===== src/rtl/core/sgm_pca_pkg.sv =====
// Package for the left-to-right SGM path cost aggregation block.
// Field widths, register indexes, reset values and the DP cell input struct.
// No dependencies.
package sgm_pca_pkg;

  localparam int COST_W  = 6;
  localparam int PATH_W  = 8;
  localparam int DISP_W  = 6;
  localparam int PEN_W   = 7;
  localparam int CFG_IDX_W = 1;
  localparam int CFG_DATA_W = 7;

  localparam logic [CFG_IDX_W-1:0] REG_PENALTY_SMALL = 1'd0;
  localparam logic [CFG_IDX_W-1:0] REG_PENALTY_LARGE = 1'd1;

  localparam logic [PEN_W-1:0] PENALTY_SMALL_RESET = 7'd10;
  localparam logic [PEN_W-1:0] PENALTY_LARGE_RESET = 7'd60;

  localparam logic [PATH_W-1:0] PATH_MAX = 8'hFF;

  typedef struct packed {
    logic [COST_W-1:0] cost;
    logic              first_column;
    logic [PATH_W-1:0] old_here;
    logic [PATH_W-1:0] upper;
    logic [PATH_W-1:0] held_lower;
    logic [PATH_W-1:0] prev_min;
    logic [PEN_W-1:0]  penalty_small;
    logic [PEN_W-1:0]  penalty_large;
    logic              at_lowest;
    logic              at_highest;
  } dp_in_t;

endpackage


===== src/rtl/core/sgm_pca_if.sv =====
// Valid/ready channel interfaces for the SGM path cost aggregation block.
// Depends on sgm_pca_pkg for field widths.
interface sgm_pca_in_if;
  logic                           valid;
  logic                           ready;
  logic [sgm_pca_pkg::COST_W-1:0] cost;
  logic                           first_column;

  modport source (output valid, output cost, output first_column, input ready);
  modport sink   (input valid, input cost, input first_column, output ready);
endinterface

interface sgm_pca_out_if;
  logic                           valid;
  logic                           ready;
  logic [sgm_pca_pkg::PATH_W-1:0] path_cost;
  logic [sgm_pca_pkg::DISP_W-1:0] disparity;
  logic                           last_of_pixel;
  logic [sgm_pca_pkg::PATH_W-1:0] pixel_min;

  modport source (output valid, output path_cost, output disparity, output last_of_pixel,
                  output pixel_min, input ready);
  modport sink   (input valid, input path_cost, input disparity, input last_of_pixel,
                  input pixel_min, output ready);
endinterface


===== src/rtl/core/sgm_pca_cell.sv =====
// One cell of the previous-pixel cost line: holds one path cost and
// passes it to its lower neighbour on each shift. Depends on sgm_pca_pkg.
module sgm_pca_cell (
  input  logic                           clk,
  input  logic                           rst,
  input  logic                           shift,
  input  logic [sgm_pca_pkg::PATH_W-1:0] din,
  output logic [sgm_pca_pkg::PATH_W-1:0] dout
);

  logic [sgm_pca_pkg::PATH_W-1:0] value;

  always_ff @(posedge clk) begin
    if (rst) begin
      value <= '0;
    end else if (shift) begin
      value <= din;
    end
  end

  assign dout = value;

endmodule


===== src/rtl/core/sgm_pca_dp.sv =====
// DP step of the path aggregation: minimum over the neighbour terms,
// normalised by the previous pixel minimum. Depends on sgm_pca_pkg.
module sgm_pca_dp (
  input  sgm_pca_pkg::dp_in_t             dp_in,
  output logic [sgm_pca_pkg::PATH_W-1:0]  path
);

  localparam int SUM_W = sgm_pca_pkg::PATH_W + 1;

  logic [SUM_W-1:0] prev_min_x;
  logic [SUM_W-1:0] term_large;
  logic [SUM_W-1:0] term_lower;
  logic [SUM_W-1:0] term_upper;
  logic [SUM_W-1:0] best;
  logic [SUM_W-1:0] diff;
  logic [SUM_W-1:0] total;

  always_comb begin
    prev_min_x = SUM_W'(dp_in.prev_min);
    term_large = prev_min_x + SUM_W'(dp_in.penalty_large);
    term_lower = SUM_W'(dp_in.held_lower) + SUM_W'(dp_in.penalty_small);
    term_upper = SUM_W'(dp_in.upper) + SUM_W'(dp_in.penalty_small);

    best = SUM_W'(dp_in.old_here);
    if (term_large < best) begin
      best = term_large;
    end
    if (!dp_in.at_lowest && term_lower < best) begin
      best = term_lower;
    end
    if (!dp_in.at_highest && term_upper < best) begin
      best = term_upper;
    end

    // history can be inconsistent after reset: clamp at zero
    if (best < prev_min_x) begin
      diff = '0;
    end else begin
      diff = best - prev_min_x;
    end
    total = SUM_W'(dp_in.cost) + diff;

    if (dp_in.first_column) begin
      path = sgm_pca_pkg::PATH_W'(dp_in.cost);
    end else if (total > SUM_W'(sgm_pca_pkg::PATH_MAX)) begin
      path = sgm_pca_pkg::PATH_MAX;
    end else begin
      path = total[sgm_pca_pkg::PATH_W-1:0];
    end
  end

endmodule


===== src/rtl/core/sgm_path_cost_aggregation.sv =====
// Top level of the left-to-right SGM path cost aggregation block.
// Uses sgm_pca_pkg, sgm_pca_in_if/sgm_pca_out_if, sgm_pca_cell and sgm_pca_dp.
//
//   channel   direction  transaction payload
//   in_ch     sink       cost, first_column
//   out_ch    source     path_cost, disparity, last_of_pixel, pixel_min
//   cfg_*     write      cfg_index selects penalty_small / penalty_large
//
// One transaction per cycle unless stalled; result next cycle in the output
// register. The line of DISPARITIES cells rotates by one per transaction, so
// cell 0 always holds the previous pixel's cost at the current disparity.
// Synchronous reset zeroes the cell line, minima and counter.
// in_ch.ready is low only while a result is held and out_ch.ready is low.
module sgm_path_cost_aggregation #(
  parameter int DISPARITIES = 64
) (
  input  logic                               clk,
  input  logic                               rst,
  input  logic                               cfg_write,
  input  logic [sgm_pca_pkg::CFG_IDX_W-1:0]  cfg_index,
  input  logic [sgm_pca_pkg::CFG_DATA_W-1:0] cfg_data,
  sgm_pca_in_if.sink                         in_ch,
  sgm_pca_out_if.source                      out_ch
);

  localparam int CNT_W = (DISPARITIES > 1) ? $clog2(DISPARITIES) : 1;
  localparam logic [CNT_W-1:0] LAST_DISP = CNT_W'(DISPARITIES - 1);

  logic [sgm_pca_pkg::PEN_W-1:0]  penalty_small;
  logic [sgm_pca_pkg::PEN_W-1:0]  penalty_large;
  logic [CNT_W-1:0]               disp_count;
  logic [sgm_pca_pkg::PATH_W-1:0] prev_min;
  logic [sgm_pca_pkg::PATH_W-1:0] running_min;
  logic [sgm_pca_pkg::PATH_W-1:0] held_lower;
  logic                           out_valid;

  logic                           accept;
  logic                           at_lowest;
  logic                           at_highest;
  logic [sgm_pca_pkg::PATH_W-1:0] path;
  logic [sgm_pca_pkg::PATH_W-1:0] running_min_next;
  logic [sgm_pca_pkg::PATH_W-1:0] cell_q [DISPARITIES];
  sgm_pca_pkg::dp_in_t            dp_in;

  assign in_ch.ready = !out_valid || out_ch.ready;
  assign accept      = in_ch.valid && in_ch.ready;
  assign at_lowest   = (disp_count == '0);
  assign at_highest  = (disp_count == LAST_DISP);

  // cost line: cell k holds the previous pixel's cost at d+k < DISPARITIES
  for (genvar k = 0; k < DISPARITIES; k++) begin : g_cell
    logic [sgm_pca_pkg::PATH_W-1:0] din;
    if (k == DISPARITIES - 1) begin : g_tail
      assign din = path;
    end else begin : g_body
      assign din = cell_q[k+1];
    end
    sgm_pca_cell u_cell (
      .clk   (clk),
      .rst   (rst),
      .shift (accept),
      .din   (din),
      .dout  (cell_q[k])
    );
  end

  always_comb begin
    dp_in.cost          = in_ch.cost;
    dp_in.first_column  = in_ch.first_column;
    dp_in.old_here      = cell_q[0];
    dp_in.upper         = cell_q[1];
    dp_in.held_lower    = held_lower;
    dp_in.prev_min      = prev_min;
    dp_in.penalty_small = penalty_small;
    dp_in.penalty_large = penalty_large;
    dp_in.at_lowest     = at_lowest;
    dp_in.at_highest    = at_highest;
  end

  sgm_pca_dp u_dp (
    .dp_in (dp_in),
    .path  (path)
  );

  assign running_min_next = (at_lowest || path < running_min) ? path : running_min;

  always_ff @(posedge clk) begin
    if (rst) begin
      penalty_small <= sgm_pca_pkg::PENALTY_SMALL_RESET;
      penalty_large <= sgm_pca_pkg::PENALTY_LARGE_RESET;
    end else if (cfg_write) begin
      case (cfg_index)
        sgm_pca_pkg::REG_PENALTY_SMALL: penalty_small <= cfg_data;
        sgm_pca_pkg::REG_PENALTY_LARGE: penalty_large <= cfg_data;
        default: ;
      endcase
    end
  end

  always_ff @(posedge clk) begin
    if (rst) begin
      disp_count  <= '0;
      prev_min    <= '0;
      running_min <= '0;
      held_lower  <= '0;
    end else if (accept) begin
      held_lower  <= cell_q[0];
      running_min <= running_min_next;
      if (at_highest) begin
        prev_min   <= running_min_next;
        disp_count <= '0;
      end else begin
        disp_count <= disp_count + CNT_W'(1);
      end
    end
  end

  always_ff @(posedge clk) begin
    if (rst) begin
      out_valid <= 1'b0;
    end else if (accept) begin
      out_valid <= 1'b1;
    end else if (out_ch.ready) begin
      out_valid <= 1'b0;
    end
  end

  always_ff @(posedge clk) begin
    if (accept) begin
      out_ch.path_cost     <= path;
      out_ch.disparity     <= sgm_pca_pkg::DISP_W'(disp_count);
      out_ch.last_of_pixel <= at_highest;
      out_ch.pixel_min     <= at_highest ? running_min_next : '0;
    end
  end

  assign out_ch.valid = out_valid;

endmodule

===== src/flat_wrapper.sv =====
// flat-port wrapper written by rule: the top's interface ports become plain ports
module sgm_path_cost_aggregation_flat 
#(
  parameter int DISPARITIES = 64
)
  (clk, rst, cfg_write, cfg_index, cfg_data, in_ch_valid, in_ch_cost, in_ch_first_column, in_ch_ready, out_ch_valid, out_ch_path_cost, out_ch_disparity, out_ch_last_of_pixel, out_ch_pixel_min, out_ch_ready);
  sgm_pca_in_if in_ch_i ();
  sgm_pca_out_if out_ch_i ();
  input  logic clk;
  input  logic rst;
  input  logic cfg_write;
  input  logic [sgm_pca_pkg::CFG_IDX_W-1:0] cfg_index;
  input  logic [sgm_pca_pkg::CFG_DATA_W-1:0] cfg_data;
  input wire logic [$bits(in_ch_i.valid)-1:0] in_ch_valid;
  input wire logic [$bits(in_ch_i.cost)-1:0] in_ch_cost;
  input wire logic [$bits(in_ch_i.first_column)-1:0] in_ch_first_column;
  output wire logic [$bits(in_ch_i.ready)-1:0] in_ch_ready;
  output wire logic [$bits(out_ch_i.valid)-1:0] out_ch_valid;
  output wire logic [$bits(out_ch_i.path_cost)-1:0] out_ch_path_cost;
  output wire logic [$bits(out_ch_i.disparity)-1:0] out_ch_disparity;
  output wire logic [$bits(out_ch_i.last_of_pixel)-1:0] out_ch_last_of_pixel;
  output wire logic [$bits(out_ch_i.pixel_min)-1:0] out_ch_pixel_min;
  input wire logic [$bits(out_ch_i.ready)-1:0] out_ch_ready;
  assign in_ch_i.valid = in_ch_valid;
  assign in_ch_i.cost = in_ch_cost;
  assign in_ch_i.first_column = in_ch_first_column;
  assign in_ch_ready = in_ch_i.ready;
  assign out_ch_valid = out_ch_i.valid;
  assign out_ch_path_cost = out_ch_i.path_cost;
  assign out_ch_disparity = out_ch_i.disparity;
  assign out_ch_last_of_pixel = out_ch_i.last_of_pixel;
  assign out_ch_pixel_min = out_ch_i.pixel_min;
  assign out_ch_i.ready = out_ch_ready;
  sgm_path_cost_aggregation #(.DISPARITIES(DISPARITIES)) u_core (.clk(clk), .rst(rst), .cfg_write(cfg_write), .cfg_index(cfg_index), .cfg_data(cfg_data), .in_ch(in_ch_i), .out_ch(out_ch_i));
endmodule

===== config.mk =====
export PLATFORM = sky130hd
export DESIGN_NAME = sgm_path_cost_aggregation_flat
export DESIGN_NICKNAME = d
export VERILOG_FILES = /design/src/rtl/core/sgm_pca_pkg.sv /design/src/rtl/core/sgm_pca_if.sv /design/src/rtl/core/sgm_pca_cell.sv /design/src/rtl/core/sgm_pca_dp.sv /design/src/rtl/core/sgm_path_cost_aggregation.sv /design/src/flat_wrapper.sv
export SDC_FILE = /design/constraint.sdc
export NUM_CORES = 1
export LEC_CHECK = 0
export BUFFER_PORTS_ARGS = -buffer_cell sky130_fd_sc_hd__buf_4
export CAP_MARGIN = 20
export CORE_UTILIZATION = 40
export DETAILED_ROUTE_END_ITERATION = 10
export PLACE_DENSITY = 0.66
export SYNTH_ARGS = -nofsm -noshare
export SYNTH_HDL_FRONTEND = slang
export SYNTH_SLANG_ARGS = --single-unit

===== constraint.sdc =====
create_clock -name clk -period 16 [get_ports clk]
set_input_delay 1.6 -clock clk [delete_from_list [all_inputs] [get_ports clk]]
set_output_delay 1.6 -clock clk [all_outputs]
set_load 0.05 [all_outputs]

==> impl_metrics.toml <==
[outcome]
run_status = "completed"

[critical_path]
crit_required_ns = 16.51
crit_path_max_incr_delay_ns = 0.75
cp-end-kind = "flip-flop"
worst_setup_path_start_kind = "flip-flop"
path_max_fanout = 15
critPathSlowestCell = "nor3b_2"
cp.arrival_ns = 15.16
crit_top_cell = "ha_1"
crit_type = "reg2reg"

[clock_network]
cts.sinks = 580
clk_latency_ns = 0.62
ctsLongestPathBuffers = 3
cts.clk_slew.worst_paths_ns = 0.07
cts_tree = "yes"
htreeDepth = 2
cts_root_buf = "clkbuf_16"
cts_inserted_buffers = 58

[grt]
overflow = 0
grt_pass1_wl_um = 80100
grt_max_degree = 264
grt_util_all_layers_pct = 16.40
grt_pass1_vias = 16530
antenna_found_initial = 0

[routing]
drt-initial-drc-count = 1357
num_vias = 18110
viasPerCell = 5.011
wire_per_inst_um = 13.23
drtPass1Iterations = 5
totalWireLength_um = 47820
detail-route-antenna-nets = 0
drc_errors = 0

[synth]
synthArstFlopShare_pct = 0
synth_fp_nets = 2977
seq_area_frac_synth_pct = 51.75
yosys_register_bits = 580
synth_cell_type_count = 65
syn_area_mm2 = 0.02288
yosysWarnings = 0
synth_enable_flop_cells = 23
netlist_instances = 2885
synth-main-ff-cell = "dfxtp_1"
syn_area_per_cell_um2 = 7.932

[sta]
period_minus_slack_ns = 14.64
finClkSkew_ns = 0.04918
hold_viol = 0
tns_ns = 0
min_period_over_period_pct = 91.53
relSlewSlack_pct = 18.24
worst_pin_slew_ns = 1.226
drv_slew = 0
fmax_ghz = 0.06829
setup_viol = 0
rsz0062_at_grt = "false"

[floorplanning]
fp.dieW_um = 241.2
die_h_um = 241.2
die-area_mm2 = 0.05817
rows = 87
initial_core_util_pct = 40.50
io-pin-count = 45
core_area_mm2 = 0.05650

[pwr]
power.density_mw_per_mm2 = 139.3
leakage_nw = 8.661
peakVddDrop_mv = 0.1061

[flow_run]
cap_violations = 0

[layout]
fin_area_mm2 = 0.02569
n_antenna_cell = 0
finalNetCount = 2904
syn2layout_area_growth_pct = 12.25
drive_gt1_share_pct = 6.123

[min_path]
hold_class = "reg2reg"

[place]
dpl-instance-area_mm2 = 0.02358
dpl.hpwl_um = 29300
place_congestion = 0.8841
port_buffers = 44
==> repair_timing <==
item                                    4_1_cts  5_1_grt
endpoints found under the setup margin        0       24
setup buffers                                 0        0
hold buffers                                  0        0
resized for setup                             0        2
==> metal layers <==
metal  global-route usage (%)  vias to the layer above  routed length, um
li1                         -                     9397                  -
met1                    21.52                     8436              22410
met2                    27.29                      196              22670
met3                    2.756                       80               1421
met4                    5.370                        0               1315
met5                        0                        -                  0
==> cell families after synthesis <==
family	share of synthesized area [%]
xor+xnor	1.170
mux	0.4484
fa+ha+maj	4.101
other cells	0.01639
simple gates	21.51
buf+inv	3.942
compound gates	17.06
flops	51.75
==> where the power goes <==
group	total, mW	switching [mW]	internal [mW]
registers	1.51	0.0212	1.49
clock network	1.42	0.566	0.856
logic	0.648	0.431	0.217
==> metrics by stage <==
stage,hold slack [ns],worst slack (ns),instances,utilization (%),total power [mW]
after floorplan,0.4321,3.473,2885,-,2.019
after global placement,0.4358,1.518,3506,41.74,2.183
after detailed placement,0.4415,1.253,3506,41.74,2.183
after CTS,0.4168,1.164,3612,45.35,3.616
after global routing,0.4491,0.001629,3614,45.47,3.763
final,0.4197,1.356,3614,45.47,3.577
==> cells in the mapped netlist, types with 2 or more instances <==
library cell  number  area [um^2]
nor3_1             8        40.04
o21bai_1          11        82.58
a21oi_1          586         2933
xor2_1             9        78.83
mux2_2             2        22.52
a311oi_1           7        61.31
a21o_1            12        90.09
ha_1              67        838.3
and4_1             3        26.28
or3_1              4        25.02
and2_1             8        50.05
nor3b_1            2        15.01
dfxtp_1          557        11150
nor3_2             2        20.02
o211ai_1           5        37.54
buf_4              2        15.01
a41oi_1            2        17.52
nand2b_1          13        81.33
o2111ai_1          3        26.28
nand2_1         1077         4043
nand4_1           22        137.6
xnor2_1           19        166.4
mux2i_1            8        80.08
a211oi_1           8        60.06
nor2_1            49        183.9
nor2b_1            7        43.79
o21ai_0           36        180.2
a211oi_2           2        25.02
a31o_1             5        43.79
clkbuf_1         189        709.4
inv_1             45        168.9
o221ai_1           2        17.52
edfxtp_1          23        690.7
or2_2              3        18.77
o21a_1             3        22.52
nand3_1           31        155.2
o31ai_1            9        67.56
nor4_1             2        12.51
a31o_2             2        17.52
a211o_1            3        26.28
fa_1               5        100.1
a31oi_1            5        31.28
and3_1             5        31.28
==> flip-flops by register name, summed over array words and instances, names as in the netlist <==
name / count
u_core.penalty_large: 7
u_core.out_ch.valid: 1
u_core.out_ch.pixel_min: 8
u_core.running_min: 8
u_core.held_lower: 8
u_core.out_ch.disparity: 6
u_core.penalty_small: 7
u_core.out_ch.last_of_pixel: 1
u_core.out_ch.path_cost: 8
u_core.prev_min: 8
u_core.g_cell.u_cell.dout: 512
u_core.disp_count: 6
==> critical path: cells and delay by family (launching register included) <==
kind / cells / cell delay [ns]
adders and majority gates: 9 / 2.91
and+or+nand+nor: 20 / 4.33
DFF: 1 / 0.33
AOI/OAI and AO/OA: 21 / 5.18
muxes: 4 / 1.58
xor gates and xnor gates: 1 / 0.16
==> placed cells by master, fill, tap and decap left out, types with 7 or more instances in the layout <==
| cell type | instances |
|---|---|
| a211oi_1 | 8 |
| dfxtp_1 | 557 |
| nand2_1 | 1076 |
| nand3_1 | 31 |
| xnor2_1 | 19 |
| edfxtp_1 | 23 |
| a21oi_1 | 586 |
| xor2_1 | 9 |
| o31ai_1 | 9 |
| nor3_1 | 8 |
| nand4_1 | 22 |
| clkbuf_1 | 13 |
| clkbuf_16 | 59 |
| clkinv_2 | 8 |
| o21ai_0 | 36 |
| a21o_1 | 12 |
| bufinv_16 | 8 |
| nand2b_1 | 13 |
| ha_1 | 67 |
| inv_1 | 44 |
| and2_1 | 8 |
| buf_4 | 55 |
| nor2b_1 | 7 |
| mux2i_1 | 7 |
| o21bai_1 | 11 |
| nor2_1 | 49 |
| a311oi_1 | 7 |
| clkbuf_8 | 10 |
==> path summary, 6_finish.rpt <==
kind | depth (start not counted) | to | start | slack (ns)
max | 55 | u_core.running_min[1] | u_core.prev_min[0] | 1.36
min | 2 | u_core.g_cell[58].u_cell.dout[1] | u_core.g_cell[59].u_cell.dout[1] | 0.42
max reg2reg | 55 | u_core.running_min[1] | u_core.prev_min[0] | 1.36
min reg2reg | 2 | u_core.g_cell[58].u_cell.dout[1] | u_core.g_cell[59].u_cell.dout[1] | 0.42
==> cell type report <==
| cell class | instances | area (um^2) |
|---|---|---|
| fill | 5410 | 30810 |
| sequential | 580 | 11840 |
| multi-input combinational | 2067 | 10170 |
| clock buffer | 82 | 1663 |
| tap | 756 | 945.9 |
| timing repair buffer | 60 | 515.5 |
| clock inverter | 24 | 376.6 |
| inverter | 45 | 176.4 |
(Power assumes the default switching activity.)
